### src/sv/asbb_pkg.sv
`default_nettype none
package asbb_pkg;

    // number formats
    localparam int ANGLE_FRAC_BITS = 16;
    localparam int TRIG_FRAC_BITS  = 16;
    localparam int COORD_W         = 32;
    localparam int RAD_W           = 31;
    localparam int ANG_W           = 20;
    localparam int END_W           = ANG_W + 1;
    localparam int BOX_W           = 34;
    localparam int TRIG_W          = TRIG_FRAC_BITS + 2;
    localparam int PROD_W          = RAD_W + TRIG_FRAC_BITS + 1;

    // angle units per turn and the axis angles
    localparam int TURN       = 1 << ANGLE_FRAC_BITS;
    localparam int ANG_YPOS   = 0;
    localparam int ANG_YNEG   = TURN / 2;
    localparam int ANG_ZPOS   = TURN / 4;
    localparam int ANG_ZNEG   = 3 * TURN / 4;

    // internal trig format: coarse table plus residual rotation
    localparam int TF         = 40;
    localparam int TBL_BITS   = 8;
    localparam int RES_BITS   = ANGLE_FRAC_BITS - 2 - TBL_BITS;
    localparam int MUL_SH     = 8;
    localparam int SD_W       = 33;
    localparam int CM_W       = 26;

    // queue between front and back
    localparam int QDEPTH     = 16;
    localparam int QPTR_W     = $clog2(QDEPTH);

    localparam real PI = 3.14159265358979323846;

    // radians per angle unit
    localparam real RAD_PER_UNIT = 2.0 * PI / (2.0 ** ANGLE_FRAC_BITS);

    typedef logic [(1 << TBL_BITS)-1:0][TF:0] t_base_tbl;
    typedef logic [(1 << RES_BITS)-1:0][TF:0] t_res_tbl;

    typedef struct packed {
        logic                    first;
        logic signed [BOX_W-1:0] y_high;
        logic signed [BOX_W-1:0] y_low;
        logic signed [BOX_W-1:0] z_high;
        logic signed [BOX_W-1:0] z_low;
    } t_box;

    typedef struct packed {
        logic                      first;
        logic signed [COORD_W-1:0] cy;
        logic signed [COORD_W-1:0] cz;
        logic        [RAD_W-1:0]   rad;
        logic        [3:0]         ins;
    } t_side;

    function automatic t_base_tbl make_base(input logic use_sin);
        t_base_tbl t;
        real a;
        for (int i = 0; i < (1 << TBL_BITS); i++) begin
            a = real'(i) * (2.0 ** RES_BITS) * RAD_PER_UNIT;
            if (use_sin)
                t[i] = (TF+1)'(longint'($sin(a) * (2.0 ** TF)));
            else
                t[i] = (TF+1)'(longint'($cos(a) * (2.0 ** TF)));
        end
        return t;
    endfunction

    // residual sine and one minus cosine
    function automatic t_res_tbl make_res(input logic use_sin);
        t_res_tbl t;
        real a;
        real h;
        for (int i = 0; i < (1 << RES_BITS); i++) begin
            a = real'(i) * RAD_PER_UNIT;
            h = $sin(a * 0.5);
            if (use_sin)
                t[i] = (TF+1)'(longint'($sin(a) * (2.0 ** TF)));
            else
                t[i] = (TF+1)'(longint'(2.0 * h * h * (2.0 ** TF)));
        end
        return t;
    endfunction

    localparam t_base_tbl BASE_SIN = make_base(1'b1);
    localparam t_base_tbl BASE_COS = make_base(1'b0);
    localparam t_res_tbl  RES_SIN  = make_res(1'b1);
    localparam t_res_tbl  RES_CM   = make_res(1'b0);

    // axis angle strictly inside (st, en), tested one turn either side
    function automatic logic arc_covers(input logic signed [ANG_W-1:0] st,
                                        input logic signed [END_W-1:0] en,
                                        input int base);
        logic hit;
        logic signed [END_W+1:0] c;
        hit = 1'b0;
        for (int i = -1; i <= 1; i++) begin
            c = (END_W+2)'(i * TURN + base);
            if (c > st && c < en)
                hit = 1'b1;
        end
        return hit;
    endfunction

endpackage
`default_nettype wire

### src/sv/asbb_queue.sv
`default_nettype none
module asbb_queue (
    input  wire logic           i_clk,
    input  wire logic           i_rst_n,
    input  wire logic           i_push,
    input  wire asbb_pkg::t_box i_data,
    input  wire logic           i_pop,
    output asbb_pkg::t_box      o_data,
    output logic                o_empty
);
    asbb_pkg::t_box                r_mem [asbb_pkg::QDEPTH];
    logic [asbb_pkg::QPTR_W-1:0]   r_wr, r_rd;
    logic [asbb_pkg::QPTR_W:0]     r_cnt;

    always_ff @(posedge i_clk) begin
        if (i_push)
            r_mem[r_wr] <= i_data;
    end

    always_ff @(posedge i_clk) begin
        if (!i_rst_n) begin
            r_wr  <= '0;
            r_rd  <= '0;
            r_cnt <= '0;
        end else begin
            if (i_push)
                r_wr <= r_wr + 1'b1;
            if (i_pop)
                r_rd <= r_rd + 1'b1;
            r_cnt <= r_cnt + (asbb_pkg::QPTR_W+1)'(i_push) - (asbb_pkg::QPTR_W+1)'(i_pop);
        end
    end

    assign o_data  = r_mem[r_rd];
    assign o_empty = (r_cnt == '0);
endmodule
`default_nettype wire

### config.mk
export PLATFORM = sky130hd
export DESIGN_NAME = asbb_queue
export DESIGN_NICKNAME = d
export VERILOG_FILES = /design/src/sv/asbb_pkg.sv /design/src/sv/asbb_queue.sv
export SDC_FILE = /design/constraint.sdc
export NUM_CORES = 2
export LEC_CHECK = 0
export BUFFER_PORTS_ARGS = -buffer_cell sky130_fd_sc_hd__buf_2
export CAP_MARGIN = 30
export CORE_UTILIZATION = 53
export CTS_BUF_LIST = sky130_fd_sc_hd__clkbuf_8
export DETAILED_ROUTE_END_ITERATION = 8
export GPL_ROUTABILITY_DRIVEN = 0
export GPL_TIMING_DRIVEN = 0
export PLACE_DENSITY = 0.74
export SLEW_MARGIN = 20
export SYNTH_ARGS = -nofsm -noshare
export SYNTH_HDL_FRONTEND = slang
export SYNTH_SLANG_ARGS = --single-unit
### constraint.sdc
create_clock -name i_clk -period 4.9 [get_ports i_clk]
set_clock_uncertainty 0.1 [all_clocks]
set_input_delay 0.735 -clock i_clk [delete_from_list [all_inputs] [get_ports i_clk]]
set_output_delay 0.735 -clock i_clk [all_outputs]
set_load 0.005 [all_outputs]
==> impl_results.md <==
- Startpoint types: flop
- Clock transition at the registers of the reported paths: 0.07 ns
- Endpoints failing setup: 0
- Fin nets: 4332
- Routed Antenna Nets: 0
- Mean post-synth cell area: 25.0 um2
- Status: completed
- CTS tree: built
- Die height: 399 um
- Crit path depth: 6
- Worst hold endpoint: r_rd[1]
- Final hold violation count: 0
- Most used cell, CP: buf_2
- H-tree depth: 5
- Mapped Area: 0.0834 mm2
- Worst path required time: 4.07 ns
- Hold path cells: 3
- Post-CTS setup repair buffer count: 0
- Top post-synthesis cells by count: 2192 x edfxtp_1, 611 x mux4_2, 88 x mux2i_1
- PnR worst setup slack: 0.118 ns
- CP max FO: 19
- Slew @ Worst Pin: 1.07 ns
- R2R Path End: r_mem[11][85]
- Root buf cell: clkbuf_8
- Die Span X: 399 um
- Cell area after layout: 0.0966 mm2
- Crit path buf inv count: 5
- Syn_nets: 3486
- Max-slew headroom: 28.4%
- Num CTS Buffers: 351
- Yosys cell types: 32
- Most used DFF post-synth: edfxtp_1
- Tot GR Track Use: 25.4%
- M1 wire length: 74.2 mm
- Core region area: 0.156 mm2
- Largest stage delay, worst path: 0.62 ns
- Max Fclk: 209 MHz
- First-pass GRT wire length: 283 mm
- Total Wirelength: 199 mm
- Clock Path Buffers: 4
- Syn Inst Count: 3333
- Pwr dens: 392 mW/mm2
- Critical path's slowest cell: buf_2
- Fin. max-slew vios: 0
- Share of layout cells above drive strength 1: 33.9%
- Later-pin clock latency in the skew report: 0.99 ns
- Crit path capture type: output pin
- Starting Density: 53.4%
- Yosys reg bits: 2209
- Antenna violations before repair: 32
- Pre-CTS setup slack: 0.283 ns
- Post-detail-place hpwl: 121 mm
- Vias per inst: 6.14
- CP Cell Sequence: buf_2, buf_4, buf_2, clkbuf_2, a21oi_1, buf_2
- Leakage: 30.8 nW
- Area of the multi-input gates: 0.0163 mm2
- Kind of cell adding the most delay to the critical path: buffers and inverters
- Sequential cell area fraction in the yosys report: 79.4%
- Fillers: 10307
- Fin crit period: 4.78 ns
- Max-Cap Viols: 0
- Vias in the first global route: 41033
- Register Area: 0.0662 mm2
- Highest Signal Layer: met5
- CP Class: reg2out
- Residual DRC count: 0
- Largest net degree at the start of global routing: 37
- Routed WL per cell: 30.7 um
- Std-Cell Rows: 145
- RR Startpoint: r_wr[0]
- Period utilization: 97.6%
- Area share of the largest cell type after synthesis: 79.0%
- I/O Pins: 279
- HP Class: in2reg
- Synth area leaders: edfxtp_1 79%, mux4_2 17%, mux2i_1 1.1%
- Number of synthesized flops with an enable pin: 2192
- Async SR Flop Fraction: 0%
- RSZ-0062 raised after global routing: no
- Area of the die: 0.159 mm2
- Count leader, synth: edfxtp_1
- Worst R2R Setup Slack: 2.18 ns
- Area grow syn2layout: 15.8%
- HP Start: i_pop
- Met3 routed WL: 18.4 mm
- Yosys warnings: 0
- Initial DRC Count: 4250
- Number of port buffers: 278
- Yosys top cell by area: edfxtp_1
- Maximum vdd drop: 0.308 mV
- Via count: 39862
- Routed met2 length: 101 mm
- Area after DPL: 0.0891 mm2
- Worst reg-to-reg path cell count: 5
- Clock Sinks: 2209
- Crit path DAT: 3.95 ns
- TritonRoute pass-1 iters: 5
- Grt total ovfl: 0
==> worst max-delay path by stage <==
stage	to	slack, ns
after floorplan	r_mem[0][0]	1.35
after global placement	r_mem[3][88]	-1.01
after detailed placement	o_data[129]	0.28
after CTS	o_data[38]	0.006
after global routing	o_data[0]	0.02
final	o_data[134]	0.12
==> registers in the layout, indices dropped and copies added (netlist names), named ones only <==
signal / count
r_mem: 2192
r_rd: 4
r_cnt: 5
r_wr: 4
==> what timing repair did <==
action | in CTS | in global routing
pin swaps | 0 | 0
hold buffers | 139 | 0
gates resized for setup | 6 | 3
endpoints found under the setup margin | 91 | 3
endpoints found under the hold margin | 2181 | 0
==> cell usage in the layout (no fill, tap or decap), drive strengths merged, types with 24 or more instances in the layout <==
master,Yosys,layout
clkbuf,63,420
mux4,611,611
a211oi,38,38
a21oi,52,52
mux2i,88,88
nor2b,40,40
and2,27,27
o221ai,24,24
dlygate4sd3,0,139
clkinv,0,105
inv,9,130
edfxtp,2192,2192
buf,110,464
==> final cells by class <==
class | instances | area share [%]
plain buffers | 171 | 0.935
clock inverters | 235 | 1.14
well taps | 2058 | 2.67
repair buffers | 495 | 4.68
clock buffers | 358 | 5.10
multi-input cells | 942 | 16.9
flip-flops and latches | 2209 | 68.5
inverters | 9 | 0.0350
diodes | 10 | 0.0259
==> tightest hold or removal path, delay by kind of cell <==
family,cells,cell delay (ns)
and+or+nand+nor,1,0.07
buffers and inverters,1,0.18
muxes,1,0.16
==> power breakdown <==
| group | internal [W] | switching (W) |
|---|---|---|
| Combinational | 0.00137 | 0.00164 |
| Sequential | 0.0210 | 0.0000611 |
| Clock | 0.00700 | 0.00679 |
==> logic make-up (layout without fill, tap and decap cells) <==
kind of cell,count (synthesis),after routing,synth area share [%]
AO/OA/AOI/OAI,128,128,1.01
XOR/XNOR,9,9,0.0946
adder cells (fa/ha/maj),12,12,0.189
buffers and inverters,182,1268,1.11
flip-flops,2209,2209,79.4
multiplexers,699,699,17.6
other,0,10,0
AND/OR/NAND/NOR,94,94,0.659
==> through the flow <==
step | hold WS (ns) | utilization (%) | power [W] | std cells | setup TNS, ns
after floorplan | 0.425 | - | 0.0232 | 3333 | 0
after global placement | 0.454 | 55.9 | 0.0243 | 5669 | -1891.15
after detailed placement | 0.462 | 57.0 | 0.0244 | 5746 | 0
after CTS | 0.0322 | 61.8 | 0.0381 | 6476 | 0
after global routing | 0.0843 | 61.8 | 0.0391 | 6484 | 0
final | 0.112 | 61.8 | 0.0379 | 6487 | 0
==> routing by layer <==
metal	vias to the layer above	track usage, %
met5	-	0
met4	30	7.74
met3	387	6.26
met2	2113	42.4
met1	21120	33.1
li1	16212	-
(Power assumes the default switching activity.)
