==> src/sv/asbb_pkg.sv <==
`default_nettype none
package asbb_pkg;

    // number formats
    localparam int ANGLE_FRAC_BITS = 16;
    localparam int TRIG_FRAC_BITS  = 16;
    localparam int COORD_W         = 32;
    localparam int RAD_W           = 31;
    localparam int ANG_W           = 20;
    localparam int END_W           = ANG_W + 1;
    localparam int BOX_W           = 34;
    localparam int TRIG_W          = TRIG_FRAC_BITS + 2;
    localparam int PROD_W          = RAD_W + TRIG_FRAC_BITS + 1;

    // angle units per turn and the axis angles
    localparam int TURN       = 1 << ANGLE_FRAC_BITS;
    localparam int ANG_YPOS   = 0;
    localparam int ANG_YNEG   = TURN / 2;
    localparam int ANG_ZPOS   = TURN / 4;
    localparam int ANG_ZNEG   = 3 * TURN / 4;

    // internal trig format: coarse table plus residual rotation
    localparam int TF         = 40;
    localparam int TBL_BITS   = 8;
    localparam int RES_BITS   = ANGLE_FRAC_BITS - 2 - TBL_BITS;
    localparam int MUL_SH     = 8;
    localparam int SD_W       = 33;
    localparam int CM_W       = 26;

    // queue between front and back
    localparam int QDEPTH     = 16;
    localparam int QPTR_W     = $clog2(QDEPTH);

    localparam real PI = 3.14159265358979323846;

    // radians per angle unit
    localparam real RAD_PER_UNIT = 2.0 * PI / (2.0 ** ANGLE_FRAC_BITS);

    typedef logic [(1 << TBL_BITS)-1:0][TF:0] t_base_tbl;
    typedef logic [(1 << RES_BITS)-1:0][TF:0] t_res_tbl;

    typedef struct packed {
        logic                    first;
        logic signed [BOX_W-1:0] y_high;
        logic signed [BOX_W-1:0] y_low;
        logic signed [BOX_W-1:0] z_high;
        logic signed [BOX_W-1:0] z_low;
    } t_box;

    typedef struct packed {
        logic                      first;
        logic signed [COORD_W-1:0] cy;
        logic signed [COORD_W-1:0] cz;
        logic        [RAD_W-1:0]   rad;
        logic        [3:0]         ins;
    } t_side;

    function automatic t_base_tbl make_base(input logic use_sin);
        t_base_tbl t;
        real a;
        for (int i = 0; i < (1 << TBL_BITS); i++) begin
            a = real'(i) * (2.0 ** RES_BITS) * RAD_PER_UNIT;
            if (use_sin)
                t[i] = (TF+1)'(longint'($sin(a) * (2.0 ** TF)));
            else
                t[i] = (TF+1)'(longint'($cos(a) * (2.0 ** TF)));
        end
        return t;
    endfunction

    // residual sine and one minus cosine
    function automatic t_res_tbl make_res(input logic use_sin);
        t_res_tbl t;
        real a;
        real h;
        for (int i = 0; i < (1 << RES_BITS); i++) begin
            a = real'(i) * RAD_PER_UNIT;
            h = $sin(a * 0.5);
            if (use_sin)
                t[i] = (TF+1)'(longint'($sin(a) * (2.0 ** TF)));
            else
                t[i] = (TF+1)'(longint'(2.0 * h * h * (2.0 ** TF)));
        end
        return t;
    endfunction

    localparam t_base_tbl BASE_SIN = make_base(1'b1);
    localparam t_base_tbl BASE_COS = make_base(1'b0);
    localparam t_res_tbl  RES_SIN  = make_res(1'b1);
    localparam t_res_tbl  RES_CM   = make_res(1'b0);

    // axis angle strictly inside (st, en), tested one turn either side
    function automatic logic arc_covers(input logic signed [ANG_W-1:0] st,
                                        input logic signed [END_W-1:0] en,
                                        input int base);
        logic hit;
        logic signed [END_W+1:0] c;
        hit = 1'b0;
        for (int i = -1; i <= 1; i++) begin
            c = (END_W+2)'(i * TURN + base);
            if (c > st && c < en)
                hit = 1'b1;
        end
        return hit;
    endfunction

endpackage
`default_nettype wire

==> src/sv/asbb_back.sv <==
`default_nettype none
module asbb_back (
    input  wire logic                                i_clk,
    input  wire logic                                i_rst_n,
    input  wire logic                                i_q_empty,
    input  wire asbb_pkg::t_box                      i_q_data,
    output logic                                     o_pop,
    input  wire logic                                i_stall,
    output logic                                     o_valid,
    output logic signed [asbb_pkg::BOX_W-1:0]        o_y_high,
    output logic signed [asbb_pkg::BOX_W-1:0]        o_y_low,
    output logic signed [asbb_pkg::BOX_W-1:0]        o_z_high,
    output logic signed [asbb_pkg::BOX_W-1:0]        o_z_low
);
    logic r_valid, r_holds;
    logic signed [asbb_pkg::BOX_W-1:0] r_yh, r_yl, r_zh, r_zl;
    logic restart;

    assign o_pop   = !i_q_empty && (!r_valid || !i_stall);
    assign restart = i_q_data.first || !r_holds;

    always_ff @(posedge i_clk) begin
        if (!i_rst_n) begin
            r_valid <= 1'b0;
            r_holds <= 1'b0;
        end else begin
            if (o_pop)
                r_holds <= 1'b1;
            if (o_pop)
                r_valid <= 1'b1;
            else if (!i_stall)
                r_valid <= 1'b0;
        end
    end

    // the box registers double as the output register
    always_ff @(posedge i_clk) begin
        if (o_pop) begin
            if (restart || i_q_data.y_high > r_yh)
                r_yh <= i_q_data.y_high;
            if (restart || i_q_data.y_low < r_yl)
                r_yl <= i_q_data.y_low;
            if (restart || i_q_data.z_high > r_zh)
                r_zh <= i_q_data.z_high;
            if (restart || i_q_data.z_low < r_zl)
                r_zl <= i_q_data.z_low;
        end
    end

    assign o_valid  = r_valid;
    assign o_y_high = r_yh;
    assign o_y_low  = r_yl;
    assign o_z_high = r_zh;
    assign o_z_low  = r_zl;
endmodule
`default_nettype wire

==> config.mk <==
export PLATFORM = sky130hd
export DESIGN_NAME = asbb_back
export DESIGN_NICKNAME = d
export VERILOG_FILES = /design/src/sv/asbb_pkg.sv /design/src/sv/asbb_back.sv
export SDC_FILE = /design/constraint.sdc
export NUM_CORES = 1
export LEC_CHECK = 0
export ABC_AREA = 1
export ABC_CLOCK_PERIOD_IN_PS = 4400
export BUFFER_PORTS_ARGS = -buffer_cell sky130_fd_sc_hd__buf_2
export CORE_MARGIN = 5
export CORE_UTILIZATION = 51
export CTS_CLUSTER_SIZE = 14
export DETAILED_ROUTE_END_ITERATION = 16
export PLACE_DENSITY = 0.86
export SLEW_MARGIN = 20
export SYNTH_ARGS = -nofsm -noshare
export SYNTH_HDL_FRONTEND = slang
export SYNTH_SLANG_ARGS = --single-unit
==> constraint.sdc <==
create_clock -name i_clk -period 4.4 [get_ports i_clk]
set_clock_uncertainty 0.05 [all_clocks]
set_input_delay 0.88 -clock i_clk [delete_from_list [all_inputs] [get_ports i_clk]]
set_output_delay 0.88 -clock i_clk [all_outputs]
set_load 0.1 [all_outputs]
==> reports/results.md, run 1 <==
| Item | This run | Unit |
|---|---|---|
| Floorplan Core Area | 15300 | sq um |
| Final Hold Violating Endpoints | 0 | - |
| Final total negative setup slack | 0 | ns |
| Maximum fanout along the worst path | 27 | - |
| Start-to-end type of the worst setup path | in2reg | - |
| Average routed wire per standard cell | 15.0 | um |
| Startpoint type of the worst setup path | primary input | - |
| Final setup violating endpoints | 0 | - |
| Post-route core utilization | 0.676 | - |
| Via total after detailed routing | 6430 | - |
| List of most frequent post-synthesis cells | 191 x inv_1, 167 x nand2_1, 136 x edfxtp_1, 134 x ha_1, 55 x a21oi_1 | - |
| Top post-synthesis cells by area | edfxtp_1 51%, ha_1 21%, inv_1 9.0% | - |
| Worst hold path type | reg2reg | - |
| CP bufs+invs | 3 | - |
| Top achievable clock speed | 350 | MHz |
| Power Density | 414 | nW/um^2 |
| Max Cap Violations | 0 | - |
| Congestion Overflow GR | 0 | - |
| Unrepaired setup endpoints after global routing | no | - |
| Wire length of the first global-routing pass | 30900 | um |
| # resized after CTS | 0 | - |
| Number of H-tree levels | 4 | - |
| Synthesized netlist cell count | 796 | - |
| Area of the mapped netlist | 7990 | sq um |
| Maximum resistive drop on vdd | 0.000233 | V |
| Shortest period the worst path allows | 2.86 | ns |
| Final number of max-transition violations | 0 | - |
| Yosys warning count | 0 | - |
| Initial DRT Pass Iterations | 5 | - |
| Height of the die | 135 | um |
| CTS tree | done | - |
| Data arrival time at the worst-slack endpoint | 2.89 | ns |
| Post-layout nets | 1373 | - |
| Post-synth top area share | 0.511 | - |
| Area growth from synthesis to final layout | 29.0 | % |
| Number of design rule violations left after detail routing | 0 | - |
| Crit path largest cell delay | 0.41 | ns |
| Worst r2r path cells | 13 | - |
| Violation count after the first detailed-routing iteration | 315 | - |
| Number of cells on the worst hold path | 2 | - |
| Number of different library cells in the post-synthesis netlist | 19 | - |
| Count of nets left with antenna violations after detail routing | 0 | - |
| CP Depth | 13 | - |
| Crit-path slowest cell | buf_4 | - |
| Library cell used as clock root buffer | clkbuf_16 | - |
| Top cell by count, worst path | nand3_1 | - |
| Biggest area consumer among synthesized cells | edfxtp_1 | - |
| Most frequent cell after synthesis | inv_1 | - |
| Crit path capture type | flop | - |
| Vias in the first global route | 6426 | - |
| Number of fill cells | 1151 | - |
| Proportion of register bits with asynchronous set or reset after synthesis | 0 | - |
| Starting density of the core | 0.524 | - |
| Share of final-layout standard cells stronger than drive strength 1 | 0.294 | - |
| Via-per-instance ratio | 4.87 | - |
| Number of rows in the core area | 45 | - |
| Cts hold-fix bufs | 0 | - |
| Proportion of synthesized chip area in sequential cells | 0.516 | - |
| Slew at the pin closest to its max-slew limit | 0.688 | ns |
| Kind of cell adding the most delay to the critical path | simple AND/OR/NAND/NOR gates | - |
| Pin count of the biggest net entering global routing | 35 | - |
| Crit-path cells | buf_2 > ha_1 > nand2_2 > nor2_2 > nand4_1 > nor2_1 > nand3_1 > nand3_1 > nand2_1 > nand3_1 > nand2_1 > inv_1 > buf_4 | - |
| Routability congestion estimate from global placement | 0.853 | - |
| Diode insertion count for antenna repair | 0 | - |
| Estimated wirelength of the detail-placed design | 16300 | um |
| Leading register cell type out of synthesis | edfxtp_1 | - |
| Port-buffer cells | 278 | - |
| Post-Synthesis Net Count | 1071 | - |
| Number of clock sinks | 138 | - |
| Required arrival time at the worst endpoint | 4.43 | ns |
| Count of flip-flops with a built-in enable after synthesis | 136 | - |
| Initial antenna violation count | 0 | - |
| Post-CTS repair timing setup buffer count | 0 | - |
| Worst-case headroom to the max-slew limit | 0.539 | - |
| Number of register bits inferred by synthesis | 138 | - |
| Leakage power figure | 5.45 | nW |
| Worst-path clk slew | 0.06 | ns |
| Detailed Route WL | 19900 | um |
| Clock tree buffer depth | 2 | - |
| CTS buffer count | 17 | - |
| Die footprint | 18300 | sq um |
| Average footprint of a synthesized cell | 10.0 | sq um |
| Num ports | 279 | - |
| Worst skew pair latency | 0.42 | ns |
| Post-route fraction of the period consumed by the critical path | 0.650 | - |
| Run status | complete, no violations | - |
| X dimension of the die | 135 | um |
| Overall Global Routing Usage | 0.214 | - |
==> layout by cell type, fill, tap and decap left out <==
| cell | synthesis | routed |
|---|---|---|
| buf_2 | 0 | 278 |
| inv_1 | 191 | 191 |
| nand2_1 | 167 | 167 |
| edfxtp_1 | 136 | 136 |
| ha_1 | 134 | 134 |
| a21oi_1 | 55 | 54 |
| nor2_1 | 47 | 47 |
| clkbuf_16 | 0 | 17 |
| nand3_1 | 16 | 16 |
| nand4_1 | 11 | 11 |
| o21ai_0 | 9 | 9 |
| a21o_1 | 8 | 8 |
| nand2_2 | 5 | 5 |
| nor2_2 | 5 | 5 |
| buf_4 | 0 | 5 |
| bufinv_16 | 0 | 4 |
| nor3_1 | 3 | 3 |
| clkinv_2 | 0 | 3 |
| a21oi_4 | 0 | 2 |
| o21a_1 | 2 | 2 |
| nand3_2 | 2 | 2 |
| clkinv_4 | 0 | 2 |
| clkinv_1 | 0 | 2 |
| dfxtp_1 | 2 | 2 |
| a21boi_0 | 1 | 1 |
| nor2_4 | 1 | 1 |
| clkbuf_1 | 0 | 1 |
| clkinvlp_4 | 0 | 1 |
| inv_6 | 0 | 1 |
==> state kept, by name, indices dropped and copies added (netlist names) <==
register / cells
o_y_low: 34
o_z_low: 34
o_z_high: 34
o_y_high: 34
o_valid: 1
r_holds: 1
==> per-layer routing <==
layer,vias up,track usage,part of all wire
li1,3218,-,-
met1,2933,0.242,0.40
met2,251,0.385,0.51
met3,28,0.0639,0.083
met4,0,0.0677,0.015
met5,-,0,0
==> layout make-up <==
type | count | area (sq um) | area share
clock buffer | 18 | 429 | 0.0416
multi-input combinational | 467 | 3170 | 0.307
clock inverter | 13 | 176 | 0.0171
tap | 211 | 264 | 0.0256
sequential | 138 | 4120 | 0.400
inverter | 191 | 717 | 0.0696
timing repair buffer | 283 | 1430 | 0.139
==> power breakdown <==
group | leakage (nW) | switching, mW | internal (mW)
clock | 0.295 | 0.541 | 0.941
combinational | 3.83 | 0.936 | 0.250
sequential | 1.32 | 0.0450 | 1.56
total | 5.45 | 1.52 | 2.75
==> cells by family after synthesis <==
kind of cell / Yosys count / share of synthesized area
AO/OA/AOI/OAI: 76 / 0.0515
buffers and inverters: 191 / 0.0897
AND/OR/NAND/NOR: 257 / 0.133
adder cells (fa/ha/maj): 134 / 0.210
flip-flops: 138 / 0.516
==> worst reg2reg max path, cell delays in order, from the launching register on <==
cell      delay [ns]
edfxtp_1        0.36
inv_1           0.05
ha_1            0.35
nand2_2         0.08
nor2_2          0.14
nand4_1         0.13
nor2_1          0.16
nand3_1         0.12
nand3_1         0.10
nand2_1         0.05
nand3_1         0.06
nand2_1         0.05
inv_1           0.25
buf_4           0.41
==> per-stage QoR <==
step	cells	hold WS (ns)	total power [mW]	setup slack [ns]	instance area [sq um]
finish	1321	0.417	4.27	1.54	10300
global route	1321	0.462	4.46	1.38	10300
CTS	1321	0.418	4.31	1.56	10300
detailed placement	1290	0.411	2.82	1.15	9700
global placement	1290	0.401	2.79	1.24	9700
floorplan	796	0.383	2.54	0.123	7990
==> worst paths after layout <==
kind | startpoint | end | slack (ns)
max | i_q_data[101] | o_y_low[16] | 1.54
min | r_holds | r_holds | 0.42
max reg2reg | o_y_low[33] | o_y_low[16] | 1.70
min reg2reg | r_holds | r_holds | 0.42
No activity file was read; power rests on OpenSTA's default activity.
==> run 2: changes to the inputs <==
- ABC_CLOCK_PERIOD_IN_PS: 4400 -> 2500
- CORE_UTILIZATION: 51 -> 46
- PLACE_DENSITY: 0.86 -> 0.82
- clock period: 4.4 -> 2.5 ns (I/O delays scaled with it)
==> reports/results.md, run 2 (synthesized netlist as in run 1, its figures left out) <==
| Item | This run | Unit | Delta |
|---|---|---|---|
| Run status | complete, no violations | - | unchanged |
| Post-route fraction of the period consumed by the critical path | 0.930 | - |  |
| X dimension of the die | 142 | um | was 135 um |
| Worst-path clk slew | 0.06 | ns | about the same |
| Switching power summed over all nets | 2.75 | mW | was 1.52 mW |
| Shortest period the worst path allows | 2.33 | ns |  |
| Post-layout nets | 1380 | - | was 1373 |
| Tightest hold margin | 0.218 | ns | was 0.417 ns |
| Die footprint | 20100 | sq um | was 18300 sq um |
| Cts hold-fix bufs | 0 | - | unchanged |
| Top achievable clock speed | 430 | MHz |  |
| CP bufs+invs | 3 | - | unchanged |
| Clock share of power | 0.333 | - | was 0.347 |
| CTS buffer count | 17 | - | unchanged |
| Required arrival time at the worst endpoint | 2.57 | ns | was 4.43 ns |
| Floorplan Core Area | 17200 | sq um | was 15300 sq um |
| Worst hold path type | in2reg | - | was reg2reg |
| Logic gate share of total power | 0.290 | - | was 0.278 |
| Congestion Overflow GR | 0 | - | unchanged |
| Crit-path cells | inv_1 > ha_1 > nand2_1 > inv_1 > nand3_1 > nor2_2 > nand2_1 > nand2_1 > nand2_1 > nand3_1 > nand3_2 > a21oi_4 > buf_12 | - | was buf_2 > ha_1 > nand2_2 > nor2_2 > nand4_1 > nor2_1 > nand3_1 > nand3_1 > nand2_1 > nand3_1 > nand2_1 > inv_1 > buf_4 |
| Worst-case headroom to the max-slew limit | 0.651 | - | was 0.539 |
| Max Cap Violations | 0 | - | unchanged |
| Via total after detailed routing | 6489 | - | was 6430 |
| Starting density of the core | 0.465 | - | was 0.524 |
| Num ports | 279 | - | unchanged |
| Crit-path slowest cell | edfxtp_1 | - | was buf_4 |
| Estimated wirelength of the detail-placed design | 16400 | um | was 16300 um |
| Share of final-layout standard cells stronger than drive strength 1 | 0.317 | - | was 0.294 |
| Share of power burned in registers | 0.378 | - | was 0.375 |
| Start-to-end type of the worst setup path | reg2reg | - | was in2reg |
| Switching portion of total power | 0.368 | - | was 0.356 |
| Maximum resistive drop on vdd | 0.000452 | V | was 0.000233 V |
| Overall Global Routing Usage | 0.197 | - | was 0.214 |
| Number of H-tree levels | 4 | - | unchanged |
| Kind of cell adding the most delay to the critical path | simple AND/OR/NAND/NOR gates | - | unchanged |
| Data arrival time at the worst-slack endpoint | 2.40 | ns | was 2.89 ns |
| Final Hold Violating Endpoints | 0 | - | unchanged |
| CTS tree | done | - | unchanged |
| Number of cells on the worst hold path | 1 | - | was 2 |
| Number of clock sinks | 138 | - | unchanged |
| Internal power of the cells | 4.72 | mW | was 2.75 mW |
| Number of design rule violations left after detail routing | 0 | - | unchanged |
| Worst skew pair latency | 0.42 | ns | about the same |
| Area growth from synthesis to final layout | 31.8 | % | was 29.0% |
| Commonest cells after routing, fill and taps aside | 278 x buf_2, 185 x inv_1, 167 x nand2_1 | - | was 278 x buf_2, 191 x inv_1, 167 x nand2_1 |
| Top cell by count, worst path | nand2_1 | - | was nand3_1 |
| Final setup violating endpoints | 0 | - | unchanged |
| Power Density | 709 | nW/um^2 | was 414 nW/um^2 |
| Wire length of the first global-routing pass | 31600 | um | was 30900 um |
| Startpoint type of the worst setup path | flop | - | was primary input |
| Count of nets left with antenna violations after detail routing | 0 | - | unchanged |
| Via-per-instance ratio | 4.83 | - | was 4.87 |
| Leakage power figure | 5.49 | nW | was 5.45 nW |
| Leading cell type in the layout, fill and taps excluded | buf_2 | - | unchanged |
| Routability congestion estimate from global placement | 0.849 | - | was 0.853 |
| Crit path capture type | flop | - | unchanged |
| Diode insertion count for antenna repair | 0 | - | unchanged |
| Library cell used as clock root buffer | clkbuf_16 | - | unchanged |
| Total non-filler cell area in the finished layout | 10500 | sq um | was 10300 sq um |
| Final number of max-transition violations | 0 | - | unchanged |
| Vias in the first global route | 6734 | - | was 6426 |
| CP Depth | 13 | - | unchanged |
| Height of the die | 142 | um | was 135 um |
| Maximum fanout along the worst path | 23 | - | was 27 |
| Port-buffer cells | 278 | - | unchanged |
| Average routed wire per standard cell | 15.0 | um | about the same |
| Detailed Route WL | 20200 | um | was 19900 um |
| Clock tree buffer depth | 2 | - | unchanged |
| Worst r2r path cells | 13 | - | unchanged |
| Initial antenna violation count | 0 | - | unchanged |
| Slew at the pin closest to its max-slew limit | 0.527 | ns | was 0.688 ns |
| Number of rows in the core area | 48 | - | was 45 |
| Cell area reported after detailed placement | 9930 | sq um | was 9700 sq um |
| Pin count of the biggest net entering global routing | 24 | - | was 35 |
| Initial DRT Pass Iterations | 5 | - | unchanged |
| Violation count after the first detailed-routing iteration | 241 | - | was 315 |
| Crit path largest cell delay | 0.35 | ns | was 0.41 ns |
## run 2: final cells by class
class / instances / area, sq um
clock buffer: 20 / 447
clock inverter: 12 / 126
fill: 1422 / 6650
inverter: 191 / 724
multi-input combinational: 467 / 3250
sequential: 138 / 4120
tap: 225 / 282
timing repair buffer: 290 / 1570
## run 2: metal layers
layer,global-route usage,wire length [um],vias up
met5,0,0,-
met4,0.0591,407,0
met3,0.0549,1450,32
met2,0.348,9910,243
met1,0.233,8390,2974
li1,-,-,3240
## run 2: power by group through the flow
stage,Sequential (mW),Combinational [mW],Clock [mW]
global placement,2.86,2.11,0
finish,2.82,2.16,2.48
detailed placement,2.87,2.16,0
global route,2.83,2.32,2.67
floorplan,3.92,0.574,0
CTS,2.82,2.17,2.53
## run 2: path summary, 6_finish.rpt
kind	from	endpoint	slack (ns)
setup / recovery	o_z_high[17]	o_z_high[32]	0.17
hold / removal	i_q_data[102]	o_y_high[0]	0.22
setup reg to reg	o_z_high[17]	o_z_high[32]	0.17
hold reg to reg	r_holds	r_holds	0.41
## run 2: timing repair
| item | in CTS | in global routing |
|---|---|---|
| endpoints found under the setup margin | 0 | 102 |
| resized for setup | 0 | 5 |
| endpoints found under the hold margin | 0 | 0 |
| buffers inserted | 0 | 1 |
## run 2: worst register-to-register path, stage by stage (launching register included)
cell	delay, ns
edfxtp_1	0.35
inv_1	0.05
ha_1	0.30
nand2_1	0.07
inv_1	0.07
nand3_1	0.10
nor2_2	0.19
nand2_1	0.09
nand2_1	0.07
nand2_1	0.06
nand3_1	0.10
nand3_2	0.11
a21oi_4	0.20
buf_12	0.20
## run 2: stage by stage
step / setup slack, ns / power, mW / instances / util / TNS (ns)
final: 0.174 / 7.47 / 1343 / 0.613 / 0
after global routing: -0.0240 / 7.82 / 1343 / 0.613 / -0.408
after CTS: 0.118 / 7.52 / 1342 / 0.612 / 0
after detailed placement: -0.0450 / 5.02 / 1310 / 0.578 / -2.37
after global placement: -0.0294 / 4.98 / 1310 / 0.578 / -0.805
after floorplan: -0.614 / 4.49 / 796 / - / -75.87
==> run 3: changes to the inputs <==
- CELL_PAD_IN_SITES_DETAIL_PLACEMENT: default -> 1
- CELL_PAD_IN_SITES_GLOBAL_PLACEMENT: default -> 1
- CORE_MARGIN: 5 -> 2
- CORE_UTILIZATION: 46 -> 34
==> reports/results.md, run 3 (synthesized netlist as in run 1, its figures left out) <==
| Item | This run | Unit | Delta |
|---|---|---|---|
| Final setup violating endpoints | 0 | - | unchanged |
| Library cell used as clock root buffer | clkbuf_16 | - | unchanged |
| Required arrival time at the worst endpoint | 2.58 | ns | was 2.57 ns |
| Total power draw | 7.78 | mW | was 7.47 mW |
| Violation count after the first detailed-routing iteration | 217 | - | was 241 |
| Congestion Overflow GR | 0 | - | unchanged |
| Final Hold Violating Endpoints | 0 | - | unchanged |
| Die footprint | 24700 | sq um | was 20100 sq um |
| Max Cap Violations | 0 | - | unchanged |
| Critical R2R Capture | o_z_high[28] | - | was o_z_high[32] |
| Height of the die | 157 | um | was 142 um |
| Start-to-end type of the worst setup path | reg2reg | - | unchanged |
| Number of H-tree levels | 4 | - | unchanged |
| Leakage power figure | 5.64 | nW | was 5.49 nW |
| Data arrival time at the worst-slack endpoint | 2.44 | ns | was 2.40 ns |
| Average routed wire per standard cell | 15.9 | um | was 15.0 um |
| Cell area reported after detailed placement | 10100 | sq um | was 9930 sq um |
| Leading cell type in the layout, fill and taps excluded | buf_2 | - | unchanged |
| Overall Global Routing Usage | 0.182 | - | was 0.197 |
| Top achievable clock speed | 423 | MHz | was 430 MHz |
| Wire length of the first global-routing pass | 35300 | um | was 31600 um |
| Floorplan Core Area | 23300 | sq um | was 17200 sq um |
| Clock tree buffer depth | 2 | - | unchanged |
| Estimated wirelength of the detail-placed design | 18800 | um | was 16400 um |
| Vias in the first global route | 7244 | - | was 6734 |
| Worst min-delay path startpoint | i_q_data[34] | - | was i_q_data[102] |
| Port-buffer cells | 278 | - | unchanged |
| Starting density of the core | 0.343 | - | was 0.465 |
| Worst hold path type | in2reg | - | unchanged |
| Finished Layout Cells | 1454 | - | was 1343 |
| Area growth from synthesis to final layout | 37.8 | % | was 31.8% |
| Worst skew pair latency | 0.42 | ns | about the same |
| Share of power burned in registers | 0.362 | - | was 0.378 |
| Post-route fraction of the period consumed by the critical path | 0.945 | - | was 0.930 |
| Startpoint type of the worst setup path | flop | - | unchanged |
| Via-per-instance ratio | 4.56 | - | was 4.83 |
| Shortest period the worst path allows | 2.36 | ns | was 2.33 ns |
| Power Density | 707 | nW/um^2 | was 709 nW/um^2 |
| Final number of max-transition violations | 0 | - | unchanged |
| X dimension of the die | 157 | um | was 142 um |
| Pin count of the biggest net entering global routing | 35 | - | was 24 |
| Logic gate share of total power | 0.294 | - | was 0.290 |
| Cts hold-fix bufs | 0 | - | unchanged |
| Detailed Route WL | 23200 | um | was 20200 um |
| Run status | complete, no violations | - | unchanged |
| CTS tree | done | - | unchanged |
| Reg-to-reg critical path startpoint | o_z_high[17] | - | unchanged |
| Post-Place Cells | 1408 | - | was 1310 |
| Clock share of power | 0.344 | - | was 0.333 |
| Count of nets left with antenna violations after detail routing | 0 | - | unchanged |
| Maximum resistive drop on vdd | 0.000372 | V | was 0.000452 V |
| Post-layout nets | 1398 | - | was 1380 |
| Initial DRT Pass Iterations | 4 | - | was 5 |
| Share of final-layout standard cells stronger than drive strength 1 | 0.344 | - | was 0.317 |
| Switching power summed over all nets | 2.82 | mW | was 2.75 mW |
| Worst r2r path cells | 14 | - | was 13 |
| Post-route core utilization | 0.473 | - | was 0.613 |
| Number of design rule violations left after detail routing | 0 | - | unchanged |
| Via total after detailed routing | 6626 | - | was 6489 |
| Number of clock sinks | 138 | - | unchanged |
| Routability congestion estimate from global placement | 0.810 | - | was 0.849 |
| Maximum fanout along the worst path | 8 | - | was 23 |
| Slew at the pin closest to its max-slew limit | 0.550 | ns | was 0.527 ns |
| Worst-path clk slew | 0.07 | ns | was 0.06 ns |
| Start point of the critical path | o_z_high[17] | - | unchanged |
| Worst-case headroom to the max-slew limit | 0.636 | - | was 0.651 |
| Internal power of the cells | 4.96 | mW | was 4.72 mW |
| Number of rows in the core area | 56 | - | was 48 |
| Num ports | 279 | - | unchanged |
| End of the critical path | o_z_high[28] | - | was o_z_high[32] |
| Internal reg-to-reg setup slack | 0.14 | ns | was 0.17 ns |
| Total non-filler cell area in the finished layout | 11000 | sq um | was 10500 sq um |
| Diode insertion count for antenna repair | 0 | - | unchanged |
| CTS buffer count | 17 | - | unchanged |
| Initial antenna violation count | 0 | - | unchanged |
| Crit path capture type | flop | - | unchanged |
| Switching portion of total power | 0.363 | - | was 0.368 |
| Commonest cells after routing, fill and taps aside | 278 x buf_2, 185 x inv_1, 162 x nand2_1 | - | was 278 x buf_2, 185 x inv_1, 167 x nand2_1 |
-- run 3: cell count changes in the layout (fill, tap and decap cells not counted), moves of 3 or more --
cell / before / now
buf_6: 1 / 4
nand2_2: 5 / 10
nand2_1: 167 / 162
buf_4: 4 / 13
clkinv_2: 5 / 2
nor2_2: 12 / 20
clkbuf_16: 17 / 21
nor2_1: 40 / 30
-- run 3: layer usage --
| layer | share of wire | track usage |
|---|---|---|
| met1 | 0.40 | 0.201 |
| met2 | 0.52 | 0.340 |
| met3 | 0.063 | 0.0471 |
| met4 | 0.017 | 0.0597 |
| met5 | 0 | 0 |
-- run 3: worst max-delay path, cell delays in order, from the launching register on --
cell and delay (ns):
edfxtp_1 0.37, inv_1 0.05, ha_1 0.29, nand2_1 0.07, inv_1 0.07, nand3_1 0.11
nor2_2 0.17, nand2_1 0.07, nand2_1 0.06, nand2_1 0.07, nand3_1 0.11, nand3_2 0.10
a21oi_4 0.15, buf_12 0.15, clkbuf_16 0.16
-- run 3: worst min-delay path by stage --
stage	endpoint	slack, ns	cells past startpoint
2_1_floorplan	r_holds	0.38	2
3_3_place_gp	r_holds	0.40	2
3_5_place_dp	r_holds	0.40	2
4_1_cts	o_z_high[0]	0.20	1
5_1_grt	o_z_high[15]	0.20	1
6_report	o_z_high[0]	0.22	1
-- run 3: timing repair --
| item | in CTS | in global routing |
|---|---|---|
| endpoints found under the setup margin | 0 | 103 |
| gates resized for setup | 0 | 28 |
| buffers inserted | 0 | 8 |
| endpoints found under the hold margin | 0 | 0 |
-- run 3: power groups by stage --
stage	logic, mW	registers [mW]	clock network, mW
2_1_floorplan	0.574	3.92	0
3_3_place_gp	2.14	2.86	0
3_5_place_dp	2.20	2.87	0
4_1_cts	2.22	2.82	2.75
5_1_grt	2.46	2.84	2.83
6_report	2.29	2.82	2.68
-- run 3: final cells by class --
class | instances | area (sq um)
Clock inverter | 12 | 175
Multi-Input combinational cell | 467 | 3340
Fill cell | 2714 | 12300
Tap cell | 319 | 399
Inverter | 191 | 724
Clock buffer | 19 | 433
Timing Repair Buffer | 308 | 1810
Sequential cell | 138 | 4120
-- run 3: through the flow --
| stage | worst slack (ns) | hold slack, ns | setup TNS, ns |
|---|---|---|---|
| 2_1_floorplan | -0.614 | 0.383 | -75.87 |
| 3_3_place_gp | 0.00862 | 0.399 | 0 |
| 3_5_place_dp | -0.0762 | 0.402 | -4.87 |
| 4_1_cts | 0.0857 | 0.199 | 0 |
| 5_1_grt | -0.0326 | 0.202 | -0.812 |
| 6_report | 0.137 | 0.222 | 0 |
